==> config.mk <==
export PLATFORM = sky130hd
export DESIGN_NAME = antialiased_line_fragments_flat
export DESIGN_NICKNAME = d
export VERILOG_FILES = /design/src/rtl/core/alf_pkg.sv /design/src/rtl/core/alf_if.sv /design/src/rtl/core/alf_ctrl.sv /design/src/rtl/core/alf_datapath.sv /design/src/rtl/core/antialiased_line_fragments.sv /design/src/flat_wrapper.sv
export VERILOG_INCLUDE_DIRS = /design/src /design/src/rtl/core
export SDC_FILE = /design/constraint.sdc
export NUM_CORES = 2
export LEC_CHECK = 0
export BUFFER_PORTS_ARGS = -buffer_cell sky130_fd_sc_hd__buf_2
export CORE_MARGIN = 4
export CORE_UTILIZATION = 40
export CTS_BUF_LIST = sky130_fd_sc_hd__clkbuf_8
export DETAILED_ROUTE_END_ITERATION = 10
export GPL_TIMING_DRIVEN = 1
export PLACE_DENSITY = 0.67
export REMOVE_ABC_BUFFERS = 1
export SYNTH_ARGS = -nofsm -noshare
export SYNTH_HDL_FRONTEND = slang
export SYNTH_SLANG_ARGS = --single-unit
==> constraint.sdc <==
create_clock -name clk_i -period 8.2 [get_ports clk_i]
set_input_delay 2.05 -clock clk_i [delete_from_list [all_inputs] [get_ports clk_i]]
set_output_delay 2.05 -clock clk_i [all_outputs]
set_load 0.02 [all_outputs]
==> src/rtl/core/antialiased_line_fragments_assert.svh <==
`ifndef ANTIALIASED_LINE_FRAGMENTS_ASSERT_SVH
`define ANTIALIASED_LINE_FRAGMENTS_ASSERT_SVH

// Same-cycle implication on clk_i, off while rst_ni is low.
`define ALF_ASSERT_IMP(name, ante, cons, msg) \
  name: assert property (@(posedge clk_i) disable iff (!rst_ni) (ante) |-> (cons)) \
    else $error(msg);

// Next-cycle implication on clk_i, off while rst_ni is low.
`define ALF_ASSERT_NXT(name, ante, cons, msg) \
  name: assert property (@(posedge clk_i) disable iff (!rst_ni) (ante) |=> (cons)) \
    else $error(msg);

`endif

==> src/rtl/core/alf_pkg.sv <==
`default_nettype none

package alf_pkg;

  localparam int unsigned ALPHA_W = 9;
  localparam logic [ALPHA_W-1:0] ALPHA_FULL = 9'd256;

  localparam int unsigned CFG_IDX_W = 3;

  typedef enum logic [CFG_IDX_W-1:0] {
    CFG_OFFSET_X    = 3'd0,
    CFG_OFFSET_Y    = 3'd1,
    CFG_CLIP_LEFT   = 3'd2,
    CFG_CLIP_TOP    = 3'd3,
    CFG_CLIP_WIDTH  = 3'd4,
    CFG_CLIP_HEIGHT = 3'd5
  } cfg_idx_e;

  localparam logic REQ_START = 1'b0;
  localparam logic REQ_STEP  = 1'b1;

  typedef enum logic [1:0] {
    OUT_STEP,
    OUT_POINT,
    OUT_EMPTY
  } out_sel_e;

  typedef struct packed {
    logic     load_start;
    logic     diff;
    logic     order;
    logic     div_step;
    logic     slope;
    logic     mul;
    logic     commit;
    logic     step;
    logic     load_out;
    out_sel_e out_sel;
  } alf_cmd_t;

  typedef struct packed {
    logic line_active;
    logic is_point;
    logic is_empty;
  } alf_status_t;

endpackage

`default_nettype wire

==> src/rtl/core/alf_if.sv <==
`default_nettype none

interface alf_req_if #(
  parameter int unsigned COORD_BITS = 12
);
  logic                              valid;
  logic                              ready;
  logic                              req_type;
  logic signed [COORD_BITS-1:0]      start_x;
  logic signed [COORD_BITS-1:0]      start_y;
  logic signed [COORD_BITS-1:0]      end_x;
  logic signed [COORD_BITS-1:0]      end_y;
  logic [alf_pkg::ALPHA_W-1:0]       line_alpha;

  modport source (
    output valid, req_type, start_x, start_y, end_x, end_y, line_alpha,
    input  ready
  );
  modport sink (
    input  valid, req_type, start_x, start_y, end_x, end_y, line_alpha,
    output ready
  );
endinterface

interface alf_rsp_if #(
  parameter int unsigned COORD_BITS = 12
);
  logic                              valid;
  logic                              ready;
  logic signed [COORD_BITS:0]        near_x;
  logic signed [COORD_BITS:0]        near_y;
  logic [alf_pkg::ALPHA_W-1:0]       near_alpha;
  logic                              near_write;
  logic signed [COORD_BITS:0]        far_x;
  logic signed [COORD_BITS:0]        far_y;
  logic [alf_pkg::ALPHA_W-1:0]       far_alpha;
  logic                              far_write;
  logic                              last;

  modport source (
    output valid, near_x, near_y, near_alpha, near_write,
           far_x, far_y, far_alpha, far_write, last,
    input  ready
  );
  modport sink (
    input  valid, near_x, near_y, near_alpha, near_write,
           far_x, far_y, far_alpha, far_write, last,
    output ready
  );
endinterface

`default_nettype wire

==> src/rtl/core/alf_ctrl.sv <==
`default_nettype none

module alf_ctrl #(
  parameter int unsigned FRAC_BITS = 16
) (
  input  logic                 clk_i,
  input  logic                 rst_ni,
  input  logic                 req_valid_i,
  input  logic                 req_type_i,
  output logic                 req_ready_o,
  output logic                 rsp_valid_o,
  input  logic                 rsp_ready_i,
  input  alf_pkg::alf_status_t status_i,
  output alf_pkg::alf_cmd_t    cmd_o
);
  import alf_pkg::*;

  localparam int unsigned CNT_W = $clog2(FRAC_BITS + 1);
  localparam logic [CNT_W-1:0] CNT_LAST = CNT_W'(FRAC_BITS);

  typedef enum logic [2:0] {
    ST_IDLE,
    ST_DIFF,
    ST_ORDER,
    ST_DIV,
    ST_SLOPE,
    ST_MUL,
    ST_FINISH
  } state_e;

  state_e           state_q, state_d;
  logic [CNT_W-1:0] cnt_q, cnt_d;
  logic             out_valid_q, out_valid_d;
  logic             out_free;
  logic             accept;

  assign out_free    = !out_valid_q || rsp_ready_i;
  assign req_ready_o = (state_q == ST_IDLE) && out_free;
  assign accept      = req_valid_i && req_ready_o;
  assign rsp_valid_o = out_valid_q;

  always_comb begin
    cmd_o         = '0;
    cmd_o.out_sel = OUT_STEP;
    state_d       = state_q;
    cnt_d         = cnt_q;
    out_valid_d   = out_valid_q && !rsp_ready_i;
    unique case (state_q)
      ST_IDLE: begin
        if (accept) begin
          if (req_type_i == REQ_START) begin
            cmd_o.load_start = 1'b1;
            state_d          = ST_DIFF;
          end else if (status_i.line_active) begin
            cmd_o.step     = 1'b1;
            cmd_o.load_out = 1'b1;
            cmd_o.out_sel  = OUT_STEP;
            out_valid_d    = 1'b1;
          end
        end
      end
      ST_DIFF: begin
        cmd_o.diff = 1'b1;
        state_d    = ST_ORDER;
      end
      ST_ORDER: begin
        // output register is free here: a start is only taken when it is
        if (status_i.is_point) begin
          cmd_o.load_out = 1'b1;
          cmd_o.out_sel  = OUT_POINT;
          out_valid_d    = 1'b1;
          state_d        = ST_IDLE;
        end else begin
          cmd_o.order = 1'b1;
          cnt_d       = '0;
          state_d     = ST_DIV;
        end
      end
      ST_DIV: begin
        cmd_o.div_step = 1'b1;
        if (cnt_q == CNT_LAST) begin
          state_d = ST_SLOPE;
        end else begin
          cnt_d = cnt_q + 1'b1;
        end
      end
      ST_SLOPE: begin
        cmd_o.slope = 1'b1;
        state_d     = ST_MUL;
      end
      ST_MUL: begin
        cmd_o.mul = 1'b1;
        state_d   = ST_FINISH;
      end
      ST_FINISH: begin
        cmd_o.commit = 1'b1;
        if (status_i.is_empty) begin
          cmd_o.load_out = 1'b1;
          cmd_o.out_sel  = OUT_EMPTY;
          out_valid_d    = 1'b1;
        end
        state_d = ST_IDLE;
      end
      default: begin
        state_d = ST_IDLE;
      end
    endcase
  end

  always_ff @(posedge clk_i or negedge rst_ni) begin
    if (!rst_ni) begin
      state_q     <= ST_IDLE;
      cnt_q       <= '0;
      out_valid_q <= 1'b0;
    end else begin
      state_q     <= state_d;
      cnt_q       <= cnt_d;
      out_valid_q <= out_valid_d;
    end
  end

endmodule

`default_nettype wire

==> src/rtl/core/alf_datapath.sv <==
`default_nettype none

module alf_datapath #(
  parameter int unsigned COORD_BITS = 12,
  parameter int unsigned FRAC_BITS  = 16
) (
  input  logic                             clk_i,
  input  logic                             rst_ni,
  input  alf_pkg::alf_cmd_t                cmd_i,
  output alf_pkg::alf_status_t             status_o,
  input  logic                             cfg_we_i,
  input  logic [alf_pkg::CFG_IDX_W-1:0]    cfg_idx_i,
  input  logic [COORD_BITS-1:0]            cfg_wdata_i,
  input  logic signed [COORD_BITS-1:0]     start_x_i,
  input  logic signed [COORD_BITS-1:0]     start_y_i,
  input  logic signed [COORD_BITS-1:0]     end_x_i,
  input  logic signed [COORD_BITS-1:0]     end_y_i,
  input  logic [alf_pkg::ALPHA_W-1:0]      line_alpha_i,
  output logic signed [COORD_BITS:0]       near_x_o,
  output logic signed [COORD_BITS:0]       near_y_o,
  output logic [alf_pkg::ALPHA_W-1:0]      near_alpha_o,
  output logic                             near_write_o,
  output logic signed [COORD_BITS:0]       far_x_o,
  output logic signed [COORD_BITS:0]       far_y_o,
  output logic [alf_pkg::ALPHA_W-1:0]      far_alpha_o,
  output logic                             far_write_o,
  output logic                             last_o
);
  import alf_pkg::*;

  localparam int unsigned PW  = COORD_BITS + 1;             // offset coordinate
  localparam int unsigned DW  = COORD_BITS + 2;             // differences, clip math
  localparam int unsigned LW  = COORD_BITS - 1;             // clip origin
  localparam int unsigned QW  = FRAC_BITS + 1;              // gradient magnitude
  localparam int unsigned SW  = FRAC_BITS + 2;              // signed gradient
  localparam int unsigned RW  = COORD_BITS + 2;             // divider remainder
  localparam int unsigned MW  = COORD_BITS + FRAC_BITS + 2; // minor position
  localparam int unsigned PRW = PW + 1 + SW;                // pre-clip product
  localparam int unsigned AW  = ALPHA_W;
  localparam logic [COORD_BITS-1:0] CLIP_SIZE_RST = {1'b1, {(COORD_BITS-1){1'b0}}};

  function automatic logic in_clip(input logic signed [DW-1:0] px,
                                   input logic signed [DW-1:0] py,
                                   input logic signed [DW-1:0] bx0,
                                   input logic signed [DW-1:0] bx1,
                                   input logic signed [DW-1:0] by0,
                                   input logic signed [DW-1:0] by1);
    return (px >= bx0) && (px < bx1) && (py >= by0) && (py < by1);
  endfunction

  // configuration
  logic signed [COORD_BITS-1:0] off_x_q, off_y_q;
  logic [LW-1:0]                clip_left_q, clip_top_q;
  logic [COORD_BITS-1:0]        clip_w_q, clip_h_q;

  // start setup
  logic signed [PW-1:0] x1_q, y1_q, x2_q, y2_q;
  logic signed [DW-1:0] dx_q, dy_q;
  logic signed [PW-1:0] m1_q, m2_q, n1_q;
  logic                 slope_neg_q;
  logic [PW-1:0]        div_d_q;
  logic [RW-1:0]        div_r_q;
  logic [QW-1:0]        div_q_q;
  logic [PW-1:0]        pre_diff_q;
  logic                 empty_q;
  logic signed [MW-1:0] prod_q;

  // line state
  logic                 line_active_q;
  logic                 major_x_q;
  logic signed [PW-1:0] major_now_q, major_stop_q;
  logic signed [MW-1:0] minor_q;
  logic signed [SW-1:0] slope_q;
  logic [AW-1:0]        alpha_q;

  // result register
  logic signed [PW-1:0] near_x_q, near_y_q, far_x_q, far_y_q;
  logic [AW-1:0]        near_alpha_q, far_alpha_q;
  logic                 near_write_q, far_write_q, last_q;

  logic signed [DW-1:0] cl_x0, cl_x1, cl_y0, cl_y1;
  logic signed [DW-1:0] abs_dx, abs_dy;
  logic [PW-1:0]        adx, ady;
  logic                 major_x, swap, minor_neg;
  logic                 div_ge;
  logic [RW-1:0]        div_sub;
  logic signed [DW-1:0] lo_s, lim_s, m1_s, m2_s, m1c, stopc, pre_diff_s;
  logic                 pre_clip;
  logic signed [PRW-1:0] prod_full;
  logic signed [DW-1:0] mi, mi1, maj_s;
  logic [FRAC_BITS-1:0] frac;
  logic [QW-1:0]        wgt;
  logic [QW+AW-1:0]     an_full;
  logic [AW-1:0]        an, af;
  logic signed [DW-1:0] nx, ny, fx, fy, px, py;
  logic                 fin;

  assign cl_x0 = $signed({{(DW-LW){1'b0}}, clip_left_q});
  assign cl_y0 = $signed({{(DW-LW){1'b0}}, clip_top_q});
  assign cl_x1 = cl_x0 + $signed({{(DW-COORD_BITS){1'b0}}, clip_w_q});
  assign cl_y1 = cl_y0 + $signed({{(DW-COORD_BITS){1'b0}}, clip_h_q});

  // axis pick and endpoint order
  assign abs_dx    = dx_q[DW-1] ? -dx_q : dx_q;
  assign abs_dy    = dy_q[DW-1] ? -dy_q : dy_q;
  assign adx       = abs_dx[PW-1:0];
  assign ady       = abs_dy[PW-1:0];
  assign major_x   = adx > ady;
  assign swap      = major_x ? dx_q[DW-1] : dy_q[DW-1];
  assign minor_neg = major_x ? dy_q[DW-1] : dx_q[DW-1];

  // one quotient bit per cycle
  assign div_ge  = div_r_q >= {1'b0, div_d_q};
  assign div_sub = div_ge ? (div_r_q - {1'b0, div_d_q}) : div_r_q;

  // pre-clip of the major range
  assign lo_s       = major_x_q ? cl_x0 : cl_y0;
  assign lim_s      = major_x_q ? cl_x1 : cl_y1;
  assign m1_s       = $signed({m1_q[PW-1], m1_q});
  assign m2_s       = $signed({m2_q[PW-1], m2_q});
  assign pre_clip   = m1_s < lo_s;
  assign m1c        = pre_clip ? lo_s : m1_s;
  assign stopc      = (m2_s >= lim_s) ? (lim_s - DW'(1)) : m2_s;
  assign pre_diff_s = lo_s - m1_s;
  assign prod_full  = $signed({1'b0, pre_diff_q}) * slope_q;

  // column emission
  assign mi      = minor_q[MW-1:FRAC_BITS];
  assign mi1     = mi + DW'(1);
  assign frac    = minor_q[FRAC_BITS-1:0];
  assign wgt     = {1'b1, {FRAC_BITS{1'b0}}} - {1'b0, frac};
  assign an_full = wgt * alpha_q;
  assign an      = an_full[FRAC_BITS +: AW];
  assign af      = alpha_q - an;
  assign maj_s   = $signed({major_now_q[PW-1], major_now_q});
  assign nx      = major_x_q ? maj_s : mi;
  assign ny      = major_x_q ? mi : maj_s;
  assign fx      = major_x_q ? maj_s : mi1;
  assign fy      = major_x_q ? mi1 : maj_s;
  assign fin     = major_now_q >= major_stop_q;
  assign px      = $signed({x1_q[PW-1], x1_q});
  assign py      = $signed({y1_q[PW-1], y1_q});

  always_ff @(posedge clk_i or negedge rst_ni) begin
    if (!rst_ni) begin
      off_x_q     <= '0;
      off_y_q     <= '0;
      clip_left_q <= '0;
      clip_top_q  <= '0;
      clip_w_q    <= CLIP_SIZE_RST;
      clip_h_q    <= CLIP_SIZE_RST;
    end else if (cfg_we_i) begin
      unique case (cfg_idx_i)
        CFG_OFFSET_X:    off_x_q     <= cfg_wdata_i;
        CFG_OFFSET_Y:    off_y_q     <= cfg_wdata_i;
        CFG_CLIP_LEFT:   clip_left_q <= cfg_wdata_i[LW-1:0];
        CFG_CLIP_TOP:    clip_top_q  <= cfg_wdata_i[LW-1:0];
        CFG_CLIP_WIDTH:  clip_w_q    <= cfg_wdata_i;
        CFG_CLIP_HEIGHT: clip_h_q    <= cfg_wdata_i;
        default: ;
      endcase
    end
  end

  always_ff @(posedge clk_i or negedge rst_ni) begin
    if (!rst_ni) begin
      line_active_q <= 1'b0;
    end else if (cmd_i.load_start) begin
      line_active_q <= 1'b0;
    end else if (cmd_i.commit) begin
      line_active_q <= !empty_q;
    end else if (cmd_i.step && fin) begin
      line_active_q <= 1'b0;
    end
  end

  always_ff @(posedge clk_i) begin
    if (cmd_i.load_start) begin
      x1_q    <= $signed({start_x_i[COORD_BITS-1], start_x_i})
               + $signed({off_x_q[COORD_BITS-1], off_x_q});
      y1_q    <= $signed({start_y_i[COORD_BITS-1], start_y_i})
               + $signed({off_y_q[COORD_BITS-1], off_y_q});
      x2_q    <= $signed({end_x_i[COORD_BITS-1], end_x_i})
               + $signed({off_x_q[COORD_BITS-1], off_x_q});
      y2_q    <= $signed({end_y_i[COORD_BITS-1], end_y_i})
               + $signed({off_y_q[COORD_BITS-1], off_y_q});
      alpha_q <= (line_alpha_i > ALPHA_FULL) ? ALPHA_FULL : line_alpha_i;
    end
    if (cmd_i.diff) begin
      dx_q <= $signed({x2_q[PW-1], x2_q}) - $signed({x1_q[PW-1], x1_q});
      dy_q <= $signed({y2_q[PW-1], y2_q}) - $signed({y1_q[PW-1], y1_q});
    end
    if (cmd_i.order) begin
      major_x_q   <= major_x;
      m1_q        <= major_x ? (swap ? x2_q : x1_q) : (swap ? y2_q : y1_q);
      m2_q        <= major_x ? (swap ? x1_q : x2_q) : (swap ? y1_q : y2_q);
      n1_q        <= major_x ? (swap ? y2_q : y1_q) : (swap ? x2_q : x1_q);
      slope_neg_q <= minor_neg ^ swap;
      div_d_q     <= major_x ? adx : ady;
      div_r_q     <= {1'b0, (major_x ? ady : adx)};
      div_q_q     <= '0;
    end
    if (cmd_i.div_step) begin
      div_r_q <= {div_sub[RW-2:0], 1'b0};
      div_q_q <= {div_q_q[QW-2:0], div_ge};
    end
    if (cmd_i.slope) begin
      slope_q      <= slope_neg_q ? -$signed({1'b0, div_q_q}) : $signed({1'b0, div_q_q});
      pre_diff_q   <= pre_clip ? pre_diff_s[PW-1:0] : '0;
      empty_q      <= stopc < m1c;
      major_now_q  <= m1c[PW-1:0];
      major_stop_q <= stopc[PW-1:0];
    end else if (cmd_i.step) begin
      major_now_q <= major_now_q + PW'(1);
    end
    if (cmd_i.mul) begin
      prod_q <= prod_full[MW-1:0];
    end
    if (cmd_i.commit) begin
      minor_q <= $signed({{(MW-PW-FRAC_BITS){n1_q[PW-1]}}, n1_q, {FRAC_BITS{1'b0}}})
               + prod_q;
    end else if (cmd_i.step) begin
      minor_q <= minor_q + $signed({{(MW-SW){slope_q[SW-1]}}, slope_q});
    end
    if (cmd_i.load_out) begin
      unique case (cmd_i.out_sel)
        OUT_STEP: begin
          near_x_q     <= nx[PW-1:0];
          near_y_q     <= ny[PW-1:0];
          near_alpha_q <= an;
          near_write_q <= in_clip(nx, ny, cl_x0, cl_x1, cl_y0, cl_y1);
          far_x_q      <= fx[PW-1:0];
          far_y_q      <= fy[PW-1:0];
          far_alpha_q  <= af;
          far_write_q  <= in_clip(fx, fy, cl_x0, cl_x1, cl_y0, cl_y1);
          last_q       <= fin;
        end
        OUT_POINT: begin
          near_x_q     <= x1_q;
          near_y_q     <= y1_q;
          near_alpha_q <= alpha_q;
          near_write_q <= in_clip(px, py, cl_x0, cl_x1, cl_y0, cl_y1);
          far_x_q      <= '0;
          far_y_q      <= '0;
          far_alpha_q  <= '0;
          far_write_q  <= 1'b0;
          last_q       <= 1'b1;
        end
        default: begin
          // empty line after clipping
          near_x_q     <= '0;
          near_y_q     <= '0;
          near_alpha_q <= '0;
          near_write_q <= 1'b0;
          far_x_q      <= '0;
          far_y_q      <= '0;
          far_alpha_q  <= '0;
          far_write_q  <= 1'b0;
          last_q       <= 1'b1;
        end
      endcase
    end
  end

  assign status_o.line_active = line_active_q;
  assign status_o.is_point    = (dx_q == '0) && (dy_q == '0);
  assign status_o.is_empty    = empty_q;

  assign near_x_o     = near_x_q;
  assign near_y_o     = near_y_q;
  assign near_alpha_o = near_alpha_q;
  assign near_write_o = near_write_q;
  assign far_x_o      = far_x_q;
  assign far_y_o      = far_y_q;
  assign far_alpha_o  = far_alpha_q;
  assign far_write_o  = far_write_q;
  assign last_o       = last_q;

endmodule

`default_nettype wire

==> src/rtl/core/antialiased_line_fragments.sv <==
// Antialiased line fragment generator, two pixels per major-axis column.
// req_i (sink) takes requests: req_type 0 starts a line from two endpoints
// and an alpha, req_type 1 steps to the next column. rsp_o (source) gives
// one fragment pair per step, plus one result for a point or a fully
// clipped line. cfg_we_i/cfg_idx_i/cfg_wdata_i write offset and clip
// registers; write them only while the block is idle.
// Step request: result registered on acceptance, valid in the next cycle;
// one step per cycle while rsp_o is taken. Start request: busy through the
// diff, order, divide (bit-serial, one quotient bit a cycle), slope, multiply
// and finish states; a point answers from the order state, skipping the rest.
// A request is accepted only when the output register is empty or being
// taken, so a stalled rsp_o holds its result and backs up into req_i.
// Steps while no line is active are taken and dropped; a start abandons any
// active line.
// Reset clears the line state and the output valid, and loads offsets 0,
// clip origin 0 and clip size 2^(COORD_BITS-1).
`default_nettype none

`include "antialiased_line_fragments_assert.svh"

module antialiased_line_fragments #(
  parameter int unsigned COORD_BITS = 12,
  parameter int unsigned FRAC_BITS  = 16
) (
  input  logic                          clk_i,
  input  logic                          rst_ni,
  alf_req_if.sink                       req_i,
  alf_rsp_if.source                     rsp_o,
  input  logic                          cfg_we_i,
  input  logic [alf_pkg::CFG_IDX_W-1:0] cfg_idx_i,
  input  logic [COORD_BITS-1:0]         cfg_wdata_i
);
  import alf_pkg::*;

  alf_cmd_t    cmd;
  alf_status_t status;

  alf_ctrl #(
    .FRAC_BITS(FRAC_BITS)
  ) u_ctrl (
    .clk_i      (clk_i),
    .rst_ni     (rst_ni),
    .req_valid_i(req_i.valid),
    .req_type_i (req_i.req_type),
    .req_ready_o(req_i.ready),
    .rsp_valid_o(rsp_o.valid),
    .rsp_ready_i(rsp_o.ready),
    .status_i   (status),
    .cmd_o      (cmd)
  );

  alf_datapath #(
    .COORD_BITS(COORD_BITS),
    .FRAC_BITS (FRAC_BITS)
  ) u_datapath (
    .clk_i       (clk_i),
    .rst_ni      (rst_ni),
    .cmd_i       (cmd),
    .status_o    (status),
    .cfg_we_i    (cfg_we_i),
    .cfg_idx_i   (cfg_idx_i),
    .cfg_wdata_i (cfg_wdata_i),
    .start_x_i   (req_i.start_x),
    .start_y_i   (req_i.start_y),
    .end_x_i     (req_i.end_x),
    .end_y_i     (req_i.end_y),
    .line_alpha_i(req_i.line_alpha),
    .near_x_o    (rsp_o.near_x),
    .near_y_o    (rsp_o.near_y),
    .near_alpha_o(rsp_o.near_alpha),
    .near_write_o(rsp_o.near_write),
    .far_x_o     (rsp_o.far_x),
    .far_y_o     (rsp_o.far_y),
    .far_alpha_o (rsp_o.far_alpha),
    .far_write_o (rsp_o.far_write),
    .last_o      (rsp_o.last)
  );

  `ALF_ASSERT_IMP(a_req_no_overrun, req_i.valid && req_i.ready, !rsp_o.valid || rsp_o.ready, "request taken over a stalled result")
  `ALF_ASSERT_IMP(a_last_ends_line, rsp_o.valid && rsp_o.last, !status.line_active, "line still active behind its last column")
  `ALF_ASSERT_IMP(a_alpha_split, rsp_o.valid, (10'(rsp_o.near_alpha) + 10'(rsp_o.far_alpha)) <= 10'(ALPHA_FULL), "split alpha exceeds full opacity")
  `ALF_ASSERT_NXT(a_step_emits, req_i.valid && req_i.ready && (req_i.req_type == REQ_STEP) && status.line_active, rsp_o.valid, "active step gave no result")

endmodule

`default_nettype wire
==> src/flat_wrapper.sv <==
// flat-port wrapper written by rule: the top's interface ports become plain ports
module antialiased_line_fragments_flat import alf_pkg::*;
#(
  parameter int unsigned COORD_BITS = 12,
  parameter int unsigned FRAC_BITS  = 16
)
  (clk_i, rst_ni, cfg_we_i, cfg_idx_i, cfg_wdata_i, req_i_valid, req_i_req_type, req_i_start_x, req_i_start_y, req_i_end_x, req_i_end_y, req_i_line_alpha, req_i_ready, rsp_o_valid, rsp_o_near_x, rsp_o_near_y, rsp_o_near_alpha, rsp_o_near_write, rsp_o_far_x, rsp_o_far_y, rsp_o_far_alpha, rsp_o_far_write, rsp_o_last, rsp_o_ready);
  alf_req_if #(.COORD_BITS(COORD_BITS)) req_i_i ();
  alf_rsp_if #(.COORD_BITS(COORD_BITS)) rsp_o_i ();
  input  logic clk_i;
  input  logic rst_ni;
  input  logic cfg_we_i;
  input  logic [alf_pkg::CFG_IDX_W-1:0] cfg_idx_i;
  input  logic [COORD_BITS-1:0] cfg_wdata_i;
  input wire logic [$bits(req_i_i.valid)-1:0] req_i_valid;
  input wire logic [$bits(req_i_i.req_type)-1:0] req_i_req_type;
  input wire logic [$bits(req_i_i.start_x)-1:0] req_i_start_x;
  input wire logic [$bits(req_i_i.start_y)-1:0] req_i_start_y;
  input wire logic [$bits(req_i_i.end_x)-1:0] req_i_end_x;
  input wire logic [$bits(req_i_i.end_y)-1:0] req_i_end_y;
  input wire logic [$bits(req_i_i.line_alpha)-1:0] req_i_line_alpha;
  output wire logic [$bits(req_i_i.ready)-1:0] req_i_ready;
  output wire logic [$bits(rsp_o_i.valid)-1:0] rsp_o_valid;
  output wire logic [$bits(rsp_o_i.near_x)-1:0] rsp_o_near_x;
  output wire logic [$bits(rsp_o_i.near_y)-1:0] rsp_o_near_y;
  output wire logic [$bits(rsp_o_i.near_alpha)-1:0] rsp_o_near_alpha;
  output wire logic [$bits(rsp_o_i.near_write)-1:0] rsp_o_near_write;
  output wire logic [$bits(rsp_o_i.far_x)-1:0] rsp_o_far_x;
  output wire logic [$bits(rsp_o_i.far_y)-1:0] rsp_o_far_y;
  output wire logic [$bits(rsp_o_i.far_alpha)-1:0] rsp_o_far_alpha;
  output wire logic [$bits(rsp_o_i.far_write)-1:0] rsp_o_far_write;
  output wire logic [$bits(rsp_o_i.last)-1:0] rsp_o_last;
  input wire logic [$bits(rsp_o_i.ready)-1:0] rsp_o_ready;
  assign req_i_i.valid = req_i_valid;
  assign req_i_i.req_type = req_i_req_type;
  assign req_i_i.start_x = req_i_start_x;
  assign req_i_i.start_y = req_i_start_y;
  assign req_i_i.end_x = req_i_end_x;
  assign req_i_i.end_y = req_i_end_y;
  assign req_i_i.line_alpha = req_i_line_alpha;
  assign req_i_ready = req_i_i.ready;
  assign rsp_o_valid = rsp_o_i.valid;
  assign rsp_o_near_x = rsp_o_i.near_x;
  assign rsp_o_near_y = rsp_o_i.near_y;
  assign rsp_o_near_alpha = rsp_o_i.near_alpha;
  assign rsp_o_near_write = rsp_o_i.near_write;
  assign rsp_o_far_x = rsp_o_i.far_x;
  assign rsp_o_far_y = rsp_o_i.far_y;
  assign rsp_o_far_alpha = rsp_o_i.far_alpha;
  assign rsp_o_far_write = rsp_o_i.far_write;
  assign rsp_o_last = rsp_o_i.last;
  assign rsp_o_i.ready = rsp_o_ready;
  antialiased_line_fragments #(.COORD_BITS(COORD_BITS), .FRAC_BITS(FRAC_BITS)) u_core (.clk_i(clk_i), .rst_ni(rst_ni), .req_i(req_i_i), .rsp_o(rsp_o_i), .cfg_we_i(cfg_we_i), .cfg_idx_i(cfg_idx_i), .cfg_wdata_i(cfg_wdata_i));
endmodule
; Word-level counts from Yosys, hierarchy flattened
; Index checks and enable logic that the tools add are counted.
[word_totals]
in_bits = 78
word_cells = 209
ff_bits = 445
[classes]
bitwise = 1
order_cmp = 19
mul = 2
eq_ne = 18
n_reduce_logical = 36
n_addsub = 21
n_mux = 69
[op_table]
columns = cell, n
row1 = $mux W13, 14
row2 = $mux W14, 9
row3 = $lt A14 B14 Y1, 5
row4 = $mux W30, 2
row5 = $ge A14 B12 Y1, 4
row6 = $add A12 B12 Y13, 4
row7 = $pmux W13 S2, 2
row8 = $mux W17, 3
row9 = $add A29 B30 Y30, 1
row10 = $add A30 B18 Y30, 1
row11 = $mul A14 B18 Y30, 1
row12 = $logic_not A14 Y1, 2
row13 = $lt A13 B14 Y1, 2
row14 = $sub A13 B13 Y14, 2
row15 = $add A11 B12 Y13, 2
row16 = $ge A13 B12 Y1, 2
row17 = $neg A13 Y13, 2
row18 = $mul A17 B9 Y25, 1
row19 = $mux W1, 21
row20 = $neg A17 Y18, 1
row21 = $pmux W3 S6, 1
row22 = $pmux W9 S2, 1
row23 = $sub A17 B16 Y17 const A, 1
row24 = $eq A3 B3 Y1 const B, 5
row25 = other kinds (37), 77

; Depth between registers and ports, before layout
[depth]
word_depth = 10
depth_mapped = 34

; By module
; Synthesis repeated with hierarchy kept, for this count alone.
[unflattened]
cells_unflattened = 4491
area_unflattened_um2 = 43974.7
[modules_own_cells]
columns = mod, area_per_inst_um2, n_inst, cells_per_inst
row1 = alf_datapath, 43397.9, 1, 4426
row2 = alf_ctrl, 576.8, 1, 65

; Least setup slack after synthesis
; No wires, ideal clock.
[synth_path]
kind = reg2reg
startpoint = reg u_core.u_datapath.minor_q[4]
endpoint = reg u_core.u_datapath.far_alpha_q[7], in the netlist u_core.u_datapath.far_alpha_o[7], data pin
path_buffers = 0
slack_ps = 242
setup_ps = 257
synth_period_minus_slack_ps = 7958
t_arrival_ps = 7701
stages_incl_launch_ff = 31
path_cell_list = edfxtp_1 nor4_1 nor4b_1 inv_1 or3_1 xor2_1 nand2_1 fa_1 inv_1 fa_1 fa_1 inv_1 fa_1 inv_1 ha_1 nand2_1 a21oi_1 a221o_1 a21oi_1 o311ai_0 a21o_1 xnor2_1 ha_1 a21o_1 a21o_1 maj3_2 maj3_2 maj3_2 maj3_2 xnor2_1 nor2_1
[synth_via]
elab_chain_len = 3
[synth_rtl]
columns = item, line_no
row1 = "start, declared", alf_datapath.sv:72  ; logic signed [MW-1:0] minor_q;
row2 = "start signal, assigned", alf_datapath.sv:220  ; minor_q <= $signed({{(MW-PW-FRAC_BITS){n1_q[PW-1]}}, n1_q, {FRAC_BITS{1'b0}}})
row3 = "start signal, assigned", alf_datapath.sv:223  ; minor_q <= minor_q + $signed({{(MW-SW){slope_q[SW-1]}}, slope_q});
row4 = $sub A17 B16 Y17, alf_datapath.sv:131  ; assign wgt = {1'b1, {FRAC_BITS{1'b0}}} - {1'b0, frac};
row5 = $mul A17 B9 Y25, alf_datapath.sv:132  ; assign an_full = wgt * alpha_q;
row6 = $sub A9 B9 Y9, alf_datapath.sv:134  ; assign af = alpha_q - an;
row7 = "end signal, assigned", alf_datapath.sv:234  ; far_alpha_q <= af;
row8 = "end signal, assigned", alf_datapath.sv:245  ; far_alpha_q <= '0;
row9 = "end signal, assigned", alf_datapath.sv:257  ; far_alpha_q <= '0;
row10 = "end, declared", alf_datapath.sv:78  ; logic [AW-1:0] near_alpha_q, far_alpha_q;
; No other way between the ends.
; A chain may end at the register's enable or synchronous reset.

; Final worst setup path
[layout_path]
startpoint = reg u_core.u_datapath.minor_q[9]
endpoint = reg u_core.u_datapath.far_alpha_q[7], in the netlist u_core.u_datapath.far_alpha_o[7], data pin
; Same word-level chain as after synthesis.

==> metrics.txt <==
# clock sinks=between 400 and 500; crit start category=flip-flop; Antenna Nets Post-Route=0; via count=approximately 32k; most frequent cells in the layout=inv_1, ha_1, nand2_1, edfxtp_1, fa_1; pwr/cell area=approximately 260 nW/µm²; Layout fillers=between 10k and 15k; initial antenna violation count=6; Final GP Congestion=between 0.9 and 1; Site Rows=120; Achievable Freq=127 MHz; Die W=338 µm; HP Class=reg -> reg; Post-synth EDFFs=~360; GR Overflow Total=0; skew final=about 0.046 ns; Initial Util=0.404; worst-margin pin slew=between 1 and 1.5 ns; Skew-Pair Late Insertion Delay=0.72 ns; Synth area leaders=edfxtp_1, fa_1, ha_1; Static Leakage=about 22 nW; Yosys warnings=0; depth of the CTS H-tree=3; initial DRC count=between 2k and 2.5k; period utilisation layout=0.959; Placed Area=approximately 46000 µm²; Mapped Area=about 43000 µm²; root buf cell=clkbuf_8; Hold WS=0.479 ns; Slew Limit Fails=0; wire length per cell=just under 20 µm; post-route cell area=between 40000 and 50000 µm²; Async SR Flop Fraction=0.180; Core Region=~110000 µm²; Tot GR Track Use=0.211; Place WS=-0.0874 ns; Max Cap Viol=0; element type at the critical path end=flip-flop; status=complete, no violations; worst setup margin=between 0.3 and 0.4 ns; most common cell after layout, fill and taps aside=inv_1; largest net degree at the start of global routing=81; CP Class=reg -> reg; Routed WL=119000 µm; Clock transition at path regs=0.06 ns; Avg Inst Size Synth=9.85 µm²; sequential fraction of the synthesis area=0.298; CTS Buf Count=~80; area leader, netlist=edfxtp_1; CP Max Fanout=4; final core occ=0.445; drt via density=roughly 5.4; clock buffer depth=3; Post-Syn Instances=between 4k and 5k; Die H=about 340 µm; input/output buffers=152; post-synth cell types=73; CTS tree=done; flop-to-flop setup slack=roughly 0.33 ns; first-pass detailed-route iteration total=5; Layout area overhead=10.0%; endpoints failing setup=0; I/O pin total=~150; share of the synthesized area in the top cell type=0.252; nets=5459; HPWL after DPL=approximately 93000 µm; layout cell share with drive strength beyond 1=0.108; first-pass GRT wire length=between 150000 and 200000 µm; Seq cells post-synth=roughly 450; relative slew slack=0.265; Final Hold Viols=0; WP data arrival=roughly 8.3 ns; Crit path required time=roughly 8.6 ns; final critical-path required period=7.87 ns; Remaining DRCs=0; Max VDD drop=between 0.2 and 0.3 mV; Die Area=approximately 110000 µm²; most used flip-flop cell after synthesis=edfxtp_1; vias in the first global route=33.1k
## synthesized netlist by cell type (10+ instances only)
cell type,instances
a21o_1,110
fa_1,331
o21a_1,28
nand2_1,372
a21boi_0,36
o31ai_1,18
nand3_1,42
o21ai_0,223
a22o_1,27
or3_1,22
mux2_2,98
nor2_1,240
mux2i_1,81
nor4_1,10
or2_2,11
o21bai_1,11
o22ai_1,14
xor2_1,107
and2_1,263
nor3_1,48
edfxtp_1,364
inv_1,555
nand4_1,31
clkbuf_1,126
nor2b_1,74
xnor2_1,150
and3_1,20
nand2b_1,43
dfrtp_1,78
a211oi_1,54
ha_1,475
a31oi_1,17
a21oi_1,215
## cell families after synthesis
| logic type | Yosys count | share of synthesized area |
|---|---|---|
| XOR/XNOR | 257 | 0.0518 |
| other | 1 | 0.0000863 |
| flip-flops | 445 | 0.298 |
| adder cells (fa/ha/maj) | 810 | 0.290 |
| buffers and inverters | 700 | 0.0607 |
| multiplexers | 179 | 0.0441 |
| AO/OA/AOI/OAI | 815 | 0.118 |
| AND/OR/NAND/NOR | 1204 | 0.137 |
## cell type report
type | count | area, µm² | area share
repair buffers | 224 | 1300 | 0.0273
clock inverters | 55 | 359 | 0.00751
diodes | 4 | 10.0 | 0.000209
clock buffers | 89 | 1220 | 0.0256
flip-flops and latches | 445 | 13000 | 0.271
inverters | 556 | 2090 | 0.0437
well taps | 1403 | 1760 | 0.0367
multi-input cells | 3267 | 28100 | 0.588
## registers in the layout, indices dropped and copies added (netlist names), 14 cells and up
| signal | flops |
|---|---|
| u_core.u_datapath.div_q_q | 17 |
| u_core.u_datapath.dy_q | 14 |
| u_core.u_datapath.dx_q | 14 |
| u_core.u_datapath.minor_q | 30 |
| u_core.u_datapath.prod_q | 30 |
| u_core.u_datapath.slope_q | 18 |
| u_core.u_datapath.div_r_q | 14 |
## metal layers
metal	wire length [µm]	share of wire	GRT usage	up-vias
met3	6760	0.057	0.0319	253
met1	50800	0.43	0.276	15900
met5	29	0.00024	0	-
met4	5080	0.043	0.0799	4
li1	-	-	-	15400
met2	56800	0.48	0.356	902
## power breakdown
part / leakage [nW] / switching, W / internal, W
clock network: 0.898 / 0.00104 / 0.00108
logic: 16.5 / 0.00397 / 0.00278
registers: 4.33 / 0.000396 / 0.00321
total: 21.7 / 0.00541 / 0.00707
## stage by stage
stage / instances / setup TNS (ns) / total power, W
3_3_place_gp: 5889 / -0.0569 / 0.0101
5_1_grt: 6041 / -0.0300 / 0.0135
4_1_cts: 6033 / 0 / 0.0124
3_5_place_dp: 5889 / -0.0874 / 0.0102
6_report: 6043 / 0 / 0.0125
2_1_floorplan: 4268 / 0 / 0.00838
## critical path: stages, from the launching register on
cell and delay [ns]:
edfxtp_1 0.44, or3_1 0.46, or4_1 0.45, or3_1 0.36
nor2_1 0.14, xnor2_1 0.16, nand2_1 0.10, fa_1 0.50
inv_1 0.05, fa_1 0.46, fa_1 0.49, inv_1 0.07
fa_1 0.53, inv_1 0.04, ha_1 0.31, nand3_1 0.11
o311ai_2 0.36, a21o_1 0.24, a21oi_2 0.07, xor2_1 0.17
ha_1 0.32, a21o_1 0.20, maj3_2 0.32, maj3_2 0.33
maj3_2 0.32, maj3_2 0.33, xnor2_2 0.15, nor2_1 0.06
## final timing paths
path	to	startpoint	cells past startpoint
min	u_core.u_datapath.div_r_q[0]$_SDFFE_PP0P_	u_core.u_datapath.div_r_q[0]$_SDFFE_PP0P_	2
max	u_core.u_datapath.far_alpha_o[7]$_SDFFCE_PN0P_	u_core.u_datapath.minor_q[9]$_DFFE_PP_	27
max in group asynchronous	u_core.u_ctrl.cnt_q[1]$_DFFE_PN0P_	rst_ni	2
max reg2reg	u_core.u_datapath.far_alpha_o[7]$_SDFFCE_PN0P_	u_core.u_datapath.minor_q[9]$_DFFE_PP_	27
min in group asynchronous	u_core.u_datapath.clip_w_q[9]$_DFFE_PN0P_	rst_ni	1
min reg2reg	u_core.u_datapath.div_r_q[0]$_SDFFE_PP0P_	u_core.u_datapath.div_r_q[0]$_SDFFE_PP0P_	2
## timing repair
item,CTS,global route
pin swaps,0,23
hold buffers,0,0
endpoints found under the setup margin,1,1
buffers inserted,0,7
gates resized for setup,3,23
No activity file was read; power rests on OpenSTA's default activity.
